<file path="src/sv/lkc_pkg.sv">
// ----------------------------------------------------------------------------
// lkc_pkg
// types and constants of the lru-k cache policy core
// ----------------------------------------------------------------------------
`timescale 1ns / 1ps
`default_nettype none

package lkc_pkg;

  localparam int unsigned QUEUE_DEPTH_DEF = 16;
  localparam int unsigned KEY_BITS_DEF    = 10;

  // access counter
  localparam int unsigned CNT_W = 4;
  localparam logic [CNT_W-1:0] CNT_MAX = 4'd15;

  // configuration registers
  localparam int unsigned CAP_W   = 5;
  localparam int unsigned THR_W   = 4;
  localparam int unsigned PADDR_W = 3;
  localparam int unsigned REG_SEL_BIT = 2;
  localparam logic [CAP_W-1:0] CAP_RESET = 5'd16;
  localparam logic [THR_W-1:0] THR_RESET = 4'd2;
  localparam logic [THR_W-1:0] THR_MIN   = 4'd2;
  localparam logic [THR_W-1:0] THR_MAX   = 4'd14;

  typedef enum logic [0:0] {
    REG_CAPACITY  = 1'b0,
    REG_THRESHOLD = 1'b1
  } reg_idx_e;

  typedef enum logic [2:0] {
    OUT_NEW           = 3'd0,
    OUT_HIST_REFRESH  = 3'd1,
    OUT_PROMOTED      = 3'd2,
    OUT_CACHE_REFRESH = 3'd3,
    OUT_DUMP          = 3'd4
  } outcome_e;

  typedef enum logic [0:0] {
    Q_HIST  = 1'b0,
    Q_CACHE = 1'b1
  } queue_e;

endpackage

`default_nettype wire

</file>
<file path="src/sv/lkc_if.sv">
// ----------------------------------------------------------------------------
// lkc_if
// valid/ready channels of the lru-k cache policy core
// ----------------------------------------------------------------------------
`timescale 1ns / 1ps
`default_nettype none

interface lkc_in_if import lkc_pkg::*; #(
  parameter int unsigned KeyBits = KEY_BITS_DEF
) ();
  logic               valid;
  logic               ready;
  logic               action;
  logic [KeyBits-1:0] access_key;

  modport source (output valid, output action, output access_key, input ready);
  modport sink   (input valid, input action, input access_key, output ready);
endinterface

interface lkc_out_if import lkc_pkg::*; #(
  parameter int unsigned KeyBits = KEY_BITS_DEF
) ();
  logic               valid;
  logic               ready;
  logic [2:0]         outcome;
  logic               evicted_valid;
  logic [KeyBits-1:0] evicted_key;
  logic               evicted_from;
  logic               dump_valid;
  logic [KeyBits-1:0] dump_key;
  logic               dump_queue;
  logic               last;

  modport source (
    output valid, output outcome, output evicted_valid, output evicted_key,
    output evicted_from, output dump_valid, output dump_key, output dump_queue,
    output last, input ready
  );
  modport sink (
    input valid, input outcome, input evicted_valid, input evicted_key,
    input evicted_from, input dump_valid, input dump_key, input dump_queue,
    input last, output ready
  );
endinterface

`default_nettype wire

</file>
<file path="src/sv/lru_k_cache_policy_core.sv">
// ----------------------------------------------------------------------------
// lru_k_cache_policy_core
// lru-k replacement: history and cache queues with a per-key access count
// access: the shared key comparator steps through one queue slot per cycle
// dump: one result per cycle while the output is taken
// after reset the count ram is swept to zero, input not ready
// ----------------------------------------------------------------------------
`timescale 1ns / 1ps
`default_nettype none

module lru_k_cache_policy_core import lkc_pkg::*; #(
  parameter int unsigned QueueDepth = QUEUE_DEPTH_DEF,
  parameter int unsigned KeyBits    = KEY_BITS_DEF
) (
  input  logic               clk_i,
  input  logic               rst_ni,
  lkc_in_if.sink             in_i,
  lkc_out_if.source          out_o,
  input  logic               psel,
  input  logic               penable,
  input  logic               pwrite,
  input  logic [PADDR_W-1:0] paddr,
  input  logic [31:0]        pwdata,
  output logic [31:0]        prdata,
  output logic               pready
);

  localparam int unsigned FillW   = $clog2(QueueDepth + 1);
  localparam int unsigned IdxW    = (QueueDepth > 1) ? $clog2(QueueDepth) : 1;
  localparam int unsigned CmpW    = (FillW > CAP_W) ? FillW : CAP_W;
  localparam int unsigned KeySpan = 2 ** KeyBits;

  typedef enum logic [9:0] {
    S_IDLE   = 10'b00_0000_0001,
    S_CLEAR  = 10'b00_0000_0010,
    S_READ   = 10'b00_0000_0100,
    S_COUNT  = 10'b00_0000_1000,
    S_SCAN   = 10'b00_0001_0000,
    S_REMOVE = 10'b00_0010_0000,
    S_EVICT  = 10'b00_0100_0000,
    S_APPEND = 10'b00_1000_0000,
    S_RESULT = 10'b01_0000_0000,
    S_DUMP   = 10'b10_0000_0000
  } state_e;

  typedef enum logic [1:0] {
    OP_INSERT,
    OP_REFRESH,
    OP_PROMO_HIST,
    OP_PROMO_CACHE
  } op_e;

  typedef struct packed {
    outcome_e           outcome;
    logic               evicted_valid;
    logic [KeyBits-1:0] evicted_key;
    queue_e             evicted_from;
    logic               dump_valid;
    logic [KeyBits-1:0] dump_key;
    queue_e             dump_queue;
    logic               last;
  } res_t;

  state_e             state_q, state_d;
  op_e                op_q, op_d;
  queue_e             qsel_q, qsel_d;
  outcome_e           outcome_q, outcome_d;
  logic [KeyBits-1:0] key_q, key_d;
  logic [FillW-1:0]   scan_q, scan_d;
  logic [FillW-1:0]   pos_q, pos_d;
  logic               ev_q, ev_d;
  queue_e             ev_from_q, ev_from_d;
  logic [KeyBits-1:0] victim_q, victim_d;
  logic [KeyBits-1:0] clr_q, clr_d;
  logic [CAP_W-1:0]   cap_q, cap_d;
  logic [THR_W-1:0]   thr_q, thr_d;
  logic [FillW-1:0]   fill_q [2];
  logic [FillW-1:0]   fill_d [2];
  logic [KeyBits-1:0] qk_q [2][QueueDepth];
  logic [KeyBits-1:0] qk_d [2][QueueDepth];
  logic               out_valid_q, out_valid_d;
  res_t               res_q, res_d;

  logic               ram_we;
  logic [KeyBits-1:0] ram_waddr;
  logic [CNT_W-1:0]   ram_wdata;
  logic               ram_re;
  logic [CNT_W-1:0]   ram_rdata;

  logic               rm_en;
  logic [FillW-1:0]   rm_pos;
  logic               app_en;
  logic               out_free;
  logic               cfg_we;
  reg_idx_e           reg_idx;
  logic [CmpW-1:0]    cap_ext;
  logic [FillW-1:0]   eff_cap;
  logic [THR_W-1:0]   eff_thr;
  logic [CNT_W-1:0]   cnt_new;
  logic [FillW-1:0]   cur_fill;
  logic [KeyBits-1:0] cur_key;
  logic               scan_end;

  // count store
  lkc_ram #(
    .Width (CNT_W),
    .Depth (KeySpan)
  ) u_lkc_count_ram (
    .clk_i   (clk_i),
    .we_i    (ram_we),
    .waddr_i (ram_waddr),
    .wdata_i (ram_wdata),
    .re_i    (ram_re),
    .raddr_i (key_q),
    .rdata_o (ram_rdata)
  );

  // configuration port
  assign pready  = 1'b1;
  assign cfg_we  = psel & penable & pwrite;
  assign reg_idx = reg_idx_e'(paddr[REG_SEL_BIT]);

  always_comb begin
    cap_d  = cap_q;
    thr_d  = thr_q;
    prdata = '0;
    unique case (reg_idx)
      REG_CAPACITY: begin
        prdata = 32'(cap_q);
        if (cfg_we) begin
          cap_d = pwdata[CAP_W-1:0];
        end
      end
      REG_THRESHOLD: begin
        prdata = 32'(thr_q);
        if (cfg_we) begin
          thr_d = pwdata[THR_W-1:0];
        end
      end
      default: prdata = '0;
    endcase
  end

  assign cap_ext = CmpW'(cap_q);

  always_comb begin
    if (cap_q == '0) begin
      eff_cap = FillW'(1);
    end else if (cap_ext > CmpW'(QueueDepth)) begin
      eff_cap = FillW'(QueueDepth);
    end else begin
      eff_cap = FillW'(cap_ext);
    end
    if (thr_q < THR_MIN) begin
      eff_thr = THR_MIN;
    end else if (thr_q > THR_MAX) begin
      eff_thr = THR_MAX;
    end else begin
      eff_thr = thr_q;
    end
  end

  assign cnt_new  = (ram_rdata == CNT_MAX) ? CNT_MAX : ram_rdata + CNT_W'(1);
  assign cur_fill = fill_q[qsel_q];
  assign cur_key  = qk_q[qsel_q][scan_q[IdxW-1:0]];
  assign scan_end = ((scan_q + FillW'(1)) == cur_fill);
  assign out_free = ~out_valid_q | out_o.ready;

  assign in_i.ready = (state_q == S_IDLE);

  // sequencer
  always_comb begin
    state_d   = state_q;
    op_d      = op_q;
    qsel_d    = qsel_q;
    outcome_d = outcome_q;
    key_d     = key_q;
    scan_d    = scan_q;
    pos_d     = pos_q;
    ev_d      = ev_q;
    ev_from_d = ev_from_q;
    victim_d  = victim_q;
    clr_d     = clr_q;
    res_d     = res_q;
    ram_we    = 1'b0;
    ram_waddr = key_q;
    ram_wdata = '0;
    ram_re    = 1'b0;
    rm_en     = 1'b0;
    rm_pos    = pos_q;
    app_en    = 1'b0;
    out_valid_d = out_valid_q & ~out_o.ready;

    unique case (state_q)
      S_CLEAR: begin
        ram_we    = 1'b1;
        ram_waddr = clr_q;
        if (clr_q == '1) begin
          state_d = S_IDLE;
        end else begin
          clr_d = clr_q + KeyBits'(1);
        end
      end
      S_IDLE: begin
        if (in_i.valid) begin
          key_d  = in_i.access_key;
          scan_d = '0;
          if (in_i.action) begin
            qsel_d  = (fill_q[Q_HIST] == '0) ? Q_CACHE : Q_HIST;
            state_d = S_DUMP;
          end else begin
            state_d = S_READ;
          end
        end
      end
      S_READ: begin
        ram_re  = 1'b1;
        state_d = S_COUNT;
      end
      S_COUNT: begin
        ram_we    = 1'b1;
        ram_wdata = cnt_new;
        ev_d      = 1'b0;
        ev_from_d = Q_HIST;
        scan_d    = '0;
        if (cnt_new == CNT_W'(1)) begin
          outcome_d = OUT_NEW;
          op_d      = OP_INSERT;
          qsel_d    = Q_HIST;
          state_d   = S_EVICT;
        end else if (cnt_new < eff_thr) begin
          outcome_d = OUT_HIST_REFRESH;
          op_d      = OP_REFRESH;
          qsel_d    = Q_HIST;
          state_d   = S_SCAN;
        end else if (cnt_new == eff_thr) begin
          outcome_d = OUT_PROMOTED;
          op_d      = OP_PROMO_HIST;
          qsel_d    = Q_HIST;
          state_d   = S_SCAN;
        end else begin
          outcome_d = OUT_CACHE_REFRESH;
          op_d      = OP_REFRESH;
          qsel_d    = Q_CACHE;
          state_d   = S_SCAN;
        end
      end
      S_SCAN: begin
        // one slot per cycle through the shared comparator
        if (scan_q >= cur_fill) begin
          case (op_q)
            OP_PROMO_HIST: begin
              op_d   = OP_PROMO_CACHE;
              qsel_d = Q_CACHE;
              scan_d = '0;
            end
            OP_PROMO_CACHE: state_d = S_EVICT;
            default:        state_d = S_RESULT;
          endcase
        end else if (cur_key == key_q) begin
          pos_d   = scan_q;
          state_d = S_REMOVE;
        end else begin
          scan_d = scan_q + FillW'(1);
        end
      end
      S_REMOVE: begin
        rm_en = 1'b1;
        if (op_q == OP_PROMO_HIST) begin
          op_d    = OP_PROMO_CACHE;
          qsel_d  = Q_CACHE;
          scan_d  = '0;
          state_d = S_SCAN;
        end else begin
          state_d = S_APPEND;
        end
      end
      S_EVICT: begin
        if (cur_fill >= eff_cap && cur_fill != '0) begin
          rm_en     = 1'b1;
          rm_pos    = '0;
          ev_d      = 1'b1;
          ev_from_d = qsel_q;
          victim_d  = qk_q[qsel_q][0];
          ram_we    = 1'b1;
          ram_waddr = qk_q[qsel_q][0];
        end
        state_d = S_APPEND;
      end
      S_APPEND: begin
        app_en  = (cur_fill < FillW'(QueueDepth));
        state_d = S_RESULT;
      end
      S_RESULT: begin
        if (out_free) begin
          out_valid_d         = 1'b1;
          res_d.outcome       = outcome_q;
          res_d.evicted_valid = ev_q;
          res_d.evicted_key   = ev_q ? victim_q : '0;
          res_d.evicted_from  = ev_q ? ev_from_q : Q_HIST;
          res_d.dump_valid    = 1'b0;
          res_d.dump_key      = '0;
          res_d.dump_queue    = Q_HIST;
          res_d.last          = 1'b1;
          state_d             = S_IDLE;
        end
      end
      S_DUMP: begin
        if (out_free) begin
          out_valid_d         = 1'b1;
          res_d.outcome       = OUT_DUMP;
          res_d.evicted_valid = 1'b0;
          res_d.evicted_key   = '0;
          res_d.evicted_from  = Q_HIST;
          if (cur_fill == '0) begin
            // both queues empty
            res_d.dump_valid = 1'b0;
            res_d.dump_key   = '0;
            res_d.dump_queue = Q_HIST;
            res_d.last       = 1'b1;
            state_d          = S_IDLE;
          end else begin
            res_d.dump_valid = 1'b1;
            res_d.dump_key   = cur_key;
            res_d.dump_queue = qsel_q;
            res_d.last       = scan_end &&
                               (qsel_q == Q_CACHE || fill_q[Q_CACHE] == '0);
            if (res_d.last) begin
              state_d = S_IDLE;
            end else if (scan_end) begin
              qsel_d = Q_CACHE;
              scan_d = '0;
            end else begin
              scan_d = scan_q + FillW'(1);
            end
          end
        end
      end
      default: state_d = S_IDLE;
    endcase
  end

  // queue update: shift out one slot, or append at the tail
  always_comb begin
    qk_d   = qk_q;
    fill_d = fill_q;
    if (rm_en) begin
      for (int i = 0; i < int'(QueueDepth) - 1; i++) begin
        if (FillW'(i) >= rm_pos && FillW'(i + 1) < cur_fill) begin
          qk_d[qsel_q][i] = qk_q[qsel_q][i + 1];
        end
      end
      fill_d[qsel_q] = cur_fill - FillW'(1);
    end else if (app_en) begin
      qk_d[qsel_q][cur_fill[IdxW-1:0]] = key_q;
      fill_d[qsel_q] = cur_fill + FillW'(1);
    end
  end

  always_ff @(posedge clk_i or negedge rst_ni) begin
    if (!rst_ni) begin
      state_q     <= S_CLEAR;
      op_q        <= OP_INSERT;
      qsel_q      <= Q_HIST;
      outcome_q   <= OUT_NEW;
      scan_q      <= '0;
      pos_q       <= '0;
      ev_q        <= 1'b0;
      ev_from_q   <= Q_HIST;
      clr_q       <= '0;
      cap_q       <= CAP_RESET;
      thr_q       <= THR_RESET;
      fill_q[0]   <= '0;
      fill_q[1]   <= '0;
      out_valid_q <= 1'b0;
    end else begin
      state_q     <= state_d;
      op_q        <= op_d;
      qsel_q      <= qsel_d;
      outcome_q   <= outcome_d;
      scan_q      <= scan_d;
      pos_q       <= pos_d;
      ev_q        <= ev_d;
      ev_from_q   <= ev_from_d;
      clr_q       <= clr_d;
      cap_q       <= cap_d;
      thr_q       <= thr_d;
      fill_q      <= fill_d;
      out_valid_q <= out_valid_d;
    end
  end

  always_ff @(posedge clk_i) begin
    key_q    <= key_d;
    victim_q <= victim_d;
    qk_q     <= qk_d;
    res_q    <= res_d;
  end

  assign out_o.valid         = out_valid_q;
  assign out_o.outcome       = res_q.outcome;
  assign out_o.evicted_valid = res_q.evicted_valid;
  assign out_o.evicted_key   = res_q.evicted_key;
  assign out_o.evicted_from  = res_q.evicted_from;
  assign out_o.dump_valid    = res_q.dump_valid;
  assign out_o.dump_key      = res_q.dump_key;
  assign out_o.dump_queue    = res_q.dump_queue;
  assign out_o.last          = res_q.last;

endmodule

`default_nettype wire

</file>
<file path="src/sv/lkc_ram.sv">
// ----------------------------------------------------------------------------
// lkc_ram
// generic single write, single read ram with registered read data
// ----------------------------------------------------------------------------
`timescale 1ns / 1ps
`default_nettype none

module lkc_ram import lkc_pkg::*; #(
  parameter int unsigned Width = CNT_W,
  parameter int unsigned Depth = 2 ** KEY_BITS_DEF,
  localparam int unsigned AddrW = (Depth > 1) ? $clog2(Depth) : 1
) (
  input  logic             clk_i,
  input  logic             we_i,
  input  logic [AddrW-1:0] waddr_i,
  input  logic [Width-1:0] wdata_i,
  input  logic             re_i,
  input  logic [AddrW-1:0] raddr_i,
  output logic [Width-1:0] rdata_o
);

  logic [Width-1:0] mem_q [Depth];

  always_ff @(posedge clk_i) begin
    if (we_i) begin
      mem_q[waddr_i] <= wdata_i;
    end
    if (re_i) begin
      rdata_o <= mem_q[raddr_i];
    end
  end

endmodule

`default_nettype wire

</file>
<file path="src/flat_wrapper.sv">
// flat-port wrapper written by rule: the top's interface ports become plain ports
module lru_k_cache_policy_core_flat import lkc_pkg::*;
#(
  parameter int unsigned QueueDepth = QUEUE_DEPTH_DEF,
  parameter int unsigned KeyBits    = KEY_BITS_DEF
)
  (clk_i, rst_ni, psel, penable, pwrite, paddr, pwdata, prdata, pready, in_i_valid, in_i_action, in_i_access_key, in_i_ready, out_o_valid, out_o_outcome, out_o_evicted_valid, out_o_evicted_key, out_o_evicted_from, out_o_dump_valid, out_o_dump_key, out_o_dump_queue, out_o_last, out_o_ready);
  lkc_in_if #(.KeyBits(KeyBits)) in_i_i ();
  lkc_out_if #(.KeyBits(KeyBits)) out_o_i ();
  input  logic clk_i;
  input  logic rst_ni;
  input  logic psel;
  input  logic penable;
  input  logic pwrite;
  input  logic [PADDR_W-1:0] paddr;
  input  logic [31:0] pwdata;
  output logic [31:0] prdata;
  output logic pready;
  input wire logic [$bits(in_i_i.valid)-1:0] in_i_valid;
  input wire logic [$bits(in_i_i.action)-1:0] in_i_action;
  input wire logic [$bits(in_i_i.access_key)-1:0] in_i_access_key;
  output wire logic [$bits(in_i_i.ready)-1:0] in_i_ready;
  output wire logic [$bits(out_o_i.valid)-1:0] out_o_valid;
  output wire logic [$bits(out_o_i.outcome)-1:0] out_o_outcome;
  output wire logic [$bits(out_o_i.evicted_valid)-1:0] out_o_evicted_valid;
  output wire logic [$bits(out_o_i.evicted_key)-1:0] out_o_evicted_key;
  output wire logic [$bits(out_o_i.evicted_from)-1:0] out_o_evicted_from;
  output wire logic [$bits(out_o_i.dump_valid)-1:0] out_o_dump_valid;
  output wire logic [$bits(out_o_i.dump_key)-1:0] out_o_dump_key;
  output wire logic [$bits(out_o_i.dump_queue)-1:0] out_o_dump_queue;
  output wire logic [$bits(out_o_i.last)-1:0] out_o_last;
  input wire logic [$bits(out_o_i.ready)-1:0] out_o_ready;
  assign in_i_i.valid = in_i_valid;
  assign in_i_i.action = in_i_action;
  assign in_i_i.access_key = in_i_access_key;
  assign in_i_ready = in_i_i.ready;
  assign out_o_valid = out_o_i.valid;
  assign out_o_outcome = out_o_i.outcome;
  assign out_o_evicted_valid = out_o_i.evicted_valid;
  assign out_o_evicted_key = out_o_i.evicted_key;
  assign out_o_evicted_from = out_o_i.evicted_from;
  assign out_o_dump_valid = out_o_i.dump_valid;
  assign out_o_dump_key = out_o_i.dump_key;
  assign out_o_dump_queue = out_o_i.dump_queue;
  assign out_o_last = out_o_i.last;
  assign out_o_i.ready = out_o_ready;
  lru_k_cache_policy_core #(.QueueDepth(QueueDepth), .KeyBits(KeyBits)) u_core (.clk_i(clk_i), .rst_ni(rst_ni), .in_i(in_i_i), .out_o(out_o_i), .psel(psel), .penable(penable), .pwrite(pwrite), .paddr(paddr), .pwdata(pwdata), .prdata(prdata), .pready(pready));
endmodule
</file>
<file path="config.mk">
export PLATFORM = sky130hd
export DESIGN_NAME = lru_k_cache_policy_core_flat
export DESIGN_NICKNAME = d
export VERILOG_FILES = /design/src/sv/lkc_pkg.sv /design/src/sv/lkc_if.sv /design/src/sv/lru_k_cache_policy_core.sv /design/src/sv/lkc_ram.sv /design/src/flat_wrapper.sv
export SDC_FILE = /design/constraint.sdc
export NUM_CORES = 2
export LEC_CHECK = 0
export BUFFER_PORTS_ARGS = -buffer_cell sky130_fd_sc_hd__buf_4
export CORE_ASPECT_RATIO = 0.6
export CORE_MARGIN = 4
export CORE_UTILIZATION = 35
export DETAILED_ROUTE_END_ITERATION = 8
export GPL_ROUTABILITY_DRIVEN = 0
export SYNTH_ARGS = -nofsm -noshare
export SYNTH_HDL_FRONTEND = slang
export SYNTH_HIERARCHICAL = 1
export SYNTH_SLANG_ARGS = --single-unit
</file>
<file path="constraint.sdc">
create_clock -name clk_i -period 71.8 [get_ports clk_i]
set_input_delay 3.59 -clock clk_i [delete_from_list [all_inputs] [get_ports clk_i]]
set_output_delay 3.59 -clock clk_i [all_outputs]
set_load 0.01 [all_outputs]
</file>
==> flow_metrics.tcl <==
set metrics [dict create \
    start_kind "register" \
    antenna_left 0 \
    yosys_warnings 6 \
    finalSetupViolCount 0 \
    finalSetupTns_ns 0 \
    cts_buffers 386 \
    ctsHoldBuffers 0 \
    cts_tree "yes" \
    clockBufferDepth 4 \
    die_y_um 570.4 \
    path_buf_inv 5 \
    antenna_found_initial 55 \
    most-common-layout-cells "4468 x edfxtp_1, 1203 x nor2_1, 912 x mux4_2" \
    final_util_pct 39.17 \
    routed-via-count 105000 \
    coreArea_mm2 0.5250 \
    rows 206 \
    finalWorstSetupSlack_ns 63.30 \
    synthTopCellsByArea "edfxtp_1 73%, mux4_2 11%, mux2i_1 2.9%, nor2_1 2.5%, a22o_1 1.3%" \
    violations "design-rule violations, max-capacitance violations, max-slew violations" \
    placed_cell_area_mm2 0.1929 \
    avgSynthCellArea_um2 18.29 \
    ioPinCount 116 \
    wirelength_um 575600 \
    status "finished with violations" \
    crit_type "register to register" \
    crit_required_ns 72.39 \
    ctsResizeCount 0 \
    postCtsSetupBuffers 0 \
    ir_drop_v 0.00002238 \
    yosysTopAreaCell "edfxtp_1" \
    layout_worst_path_cycle_share_pct 11.83 \
    max_stage_delay_ns 1.06 \
    drt-pass1-iter-count 9 \
    grt_pass1_wl_um 799600 \
    via_per_inst 6.026 \
    dp_cells 16690 \
    total_power_mw 6.059 \
    synthCells 10090 \
    async_flop_share_pct 1.260 \
    crit_arrival_ns 9.09 \
    critPathMostFrequentCell "buf_4" \
    grt_overflow 0 \
    critPathMaxFanout 43 \
    area_delta_synth_final_pct 11.48 \
    worstMarginPinSlew_ns 1.530 \
    finalClockSkew_ns 0.08278 \
    syn_area_mm2 0.1845 \
    final_common_cell "edfxtp_1" \
    fin_hold_ws_ns 0.4889 \
    dieArea_mm2 0.5392 \
    fillCellCount 46510 \
    htreeDepth 5 \
    cap_violations 2 \
    slew_headroom_pct -2.354 \
    total_leakage_power_nw 61.00 \
    path_cells "buf_4, mux2i_2, inv_2, ha_1, a21o_1, a21o_1, a21o_1, a21oi_1, nor2_2, buf_4, nor2_1, nand2_1, nand2_1, nor3b_1, buf_4, nand4_1, buf_4, nor2_1" \
    synth_edf_count 4468 \
    final_cell_count_no_fill 17430 \
    final_area_mm2 0.2057 \
    cts.sinks 4525 \
    grt_max_degree 219 \
    wire_per_inst_um 33.02 \
    synth_cell_types 106 \
    drcViolationCount 1 \
    grt_pass1_vias 100500 \
    ctsRootBufferMaster "clkbuf_16" \
    clk_pin_slew_worst_paths_ns 0.07 \
    drv_slew 14 \
    hold_violations 0 \
    hp-class "register to register" \
    power_density_mw_per_mm2 29.46 \
    drt_iter0_drc 18110 \
    critPathCaptureType "register" \
    die_w_um 945.3 \
    crit_family "simple AND/OR/NAND/NOR gates" \
    clk-insertion-delay-late_ns 0.99 \
    drive_gt1_share_pct 19.37 \
    cpMaxStageDelayCell "nand4_1" \
    seq_area_frac_synth_pct 73.50 \
    yosysTopAreaCellShare_pct 72.72 \
    clock.fmax_ghz 0.1177 \
    start_util_pct 35.14 \
    port_buffers 58 \
    ys_ff_latch 4525 \
    layout.nets 10190 \
    dpl.hpwl_um 358900 \
    gr-usage-all-layers_pct 20.64 \
    dp_slack_ns 63.61 \
    finalCriticalPeriod_ns 8.497 \
    rsz0062_at_grt "no" \
    synth-main-ff-cell "edfxtp_1" \
]
area by class of cell:
type | count | area, um2 | area share [%]
clock inverter | 227 | 2446 | 1.189
sequential | 4525 | 135600 | 65.93
inverter | 36 | 148.9 | 0.07239
multi-input combinational | 4810 | 45520 | 22.13
tap | 6968 | 8718 | 4.239
clock buffer | 471 | 10190 | 4.954
antenna | 40 | 100.1 | 0.04867
timing repair buffer | 354 | 2943 | 1.431
synth_stat cells, types with 52 or more instances:
cell,n
o22ai_1,93
buf_2,84
dfrtp_1,54
clkbuf_1,376
o21ai_0,88
mux2i_1,540
nor2_1,1216
nand2_1,316
buf_1,99
o221ai_1,168
a22o_1,269
and2_1,52
nor3_1,127
mux2_2,52
buf_4,95
mux4_2,912
edfxtp_1,4468
buf_6,85
a22oi_1,123
a21oi_1,167
nand3_1,99
worst register-to-register path, stage by stage, from the launching register on:
cell and delay [ns]:
dfrtp_4 0.70, buf_4 0.59, mux2i_2 0.64, inv_2 0.24, ha_1 0.33, a21o_1 0.15, a21o_1 0.17, a21o_1 0.22
a21oi_1 0.37, nor2_2 0.08, buf_4 0.24, nor2_1 0.84, nand2_1 0.12, nand2_1 0.35, nor3b_1 0.39, buf_4 0.27
nand4_1 1.06, buf_4 0.82, nor2_1 0.55
cell families (layout without fill, tap and decap cells):
logic type / count (synthesis) / in the layout / share of synthesized area (%)
mux: 1511 / 1511 / 14.43
simple gates: 2057 / 2057 / 4.879
xor+xnor: 25 / 25 / 0.1187
fa+ha+maj: 23 / 23 / 0.1560
buf+inv: 778 / 1088 / 2.203
other cells: 2 / 68 / 0.004071
compound gates: 1166 / 1166 / 4.711
flops: 4525 / 4525 / 73.50
layer usage:
layer | wire length, um | GRT usage [%] | vias to the layer above
met3 | 103800 | 9.898 | 876
li1 | - | - | 41010
met2 | 228700 | 27.26 | 8134
met5 | 197 | 0.1225 | -
met4 | 13300 | 4.510 | 18
met1 | 229700 | 30.53 | 55000
worst paths after layout:
path	startpoint	endpoint	slack (ns)	cells past startpoint
worst max-delay path	u_core/qsel_q	u_core/u_lkc_count_ram/mem_q[647][0]	63.30	18
worst min-delay path	u_core/outcome_q[1]	u_core/outcome_q[1]	0.49	2
worst max register to register	u_core/qsel_q	u_core/u_lkc_count_ram/mem_q[647][0]	63.30	18
worst min register to register	u_core/outcome_q[1]	u_core/outcome_q[1]	0.49	2
max in group asynchronous	rst_ni	u_core/qsel_q	68.40	1
min in group asynchronous	rst_ni	u_core/clr_q[2]	2.68	1
registers in the layout (all words and copies together) (netlist names), 2 cells and up, named ones only:
| signal | count |
|---|---|
| u_core/outcome_q | 2 |
| u_core/key_q | 10 |
| u_core/out_o.dump_key | 10 |
| u_core/victim_q | 10 |
| u_core/thr_q | 4 |
| u_core/scan_q | 5 |
| u_core/cap_ext | 5 |
| u_core/clr_q | 10 |
| u_core/u_lkc_count_ram/rdata_o | 4 |
| u_core/state_q | 10 |
| u_core/u_lkc_count_ram/mem_q | 4096 |
| u_core/op_q | 2 |
| u_core/fill_q | 8 |
| u_core/out_o.outcome | 3 |
| u_core/qk_q | 320 |
| u_core/pos_q | 5 |
| u_core/out_o.evicted_key | 10 |
power by group:
| group | internal, mW | leakage, nW | total [mW] | switching (mW) |
|---|---|---|---|---|
| combinational | 0.309 | 15.4 | 0.983 | 0.674 |
| clock | 1.18 | 6.16 | 2.15 | 0.974 |
| sequential | 2.91 | 39.4 | 2.92 | 0.00883 |
No activity file was read; power rests on OpenSTA's default activity.
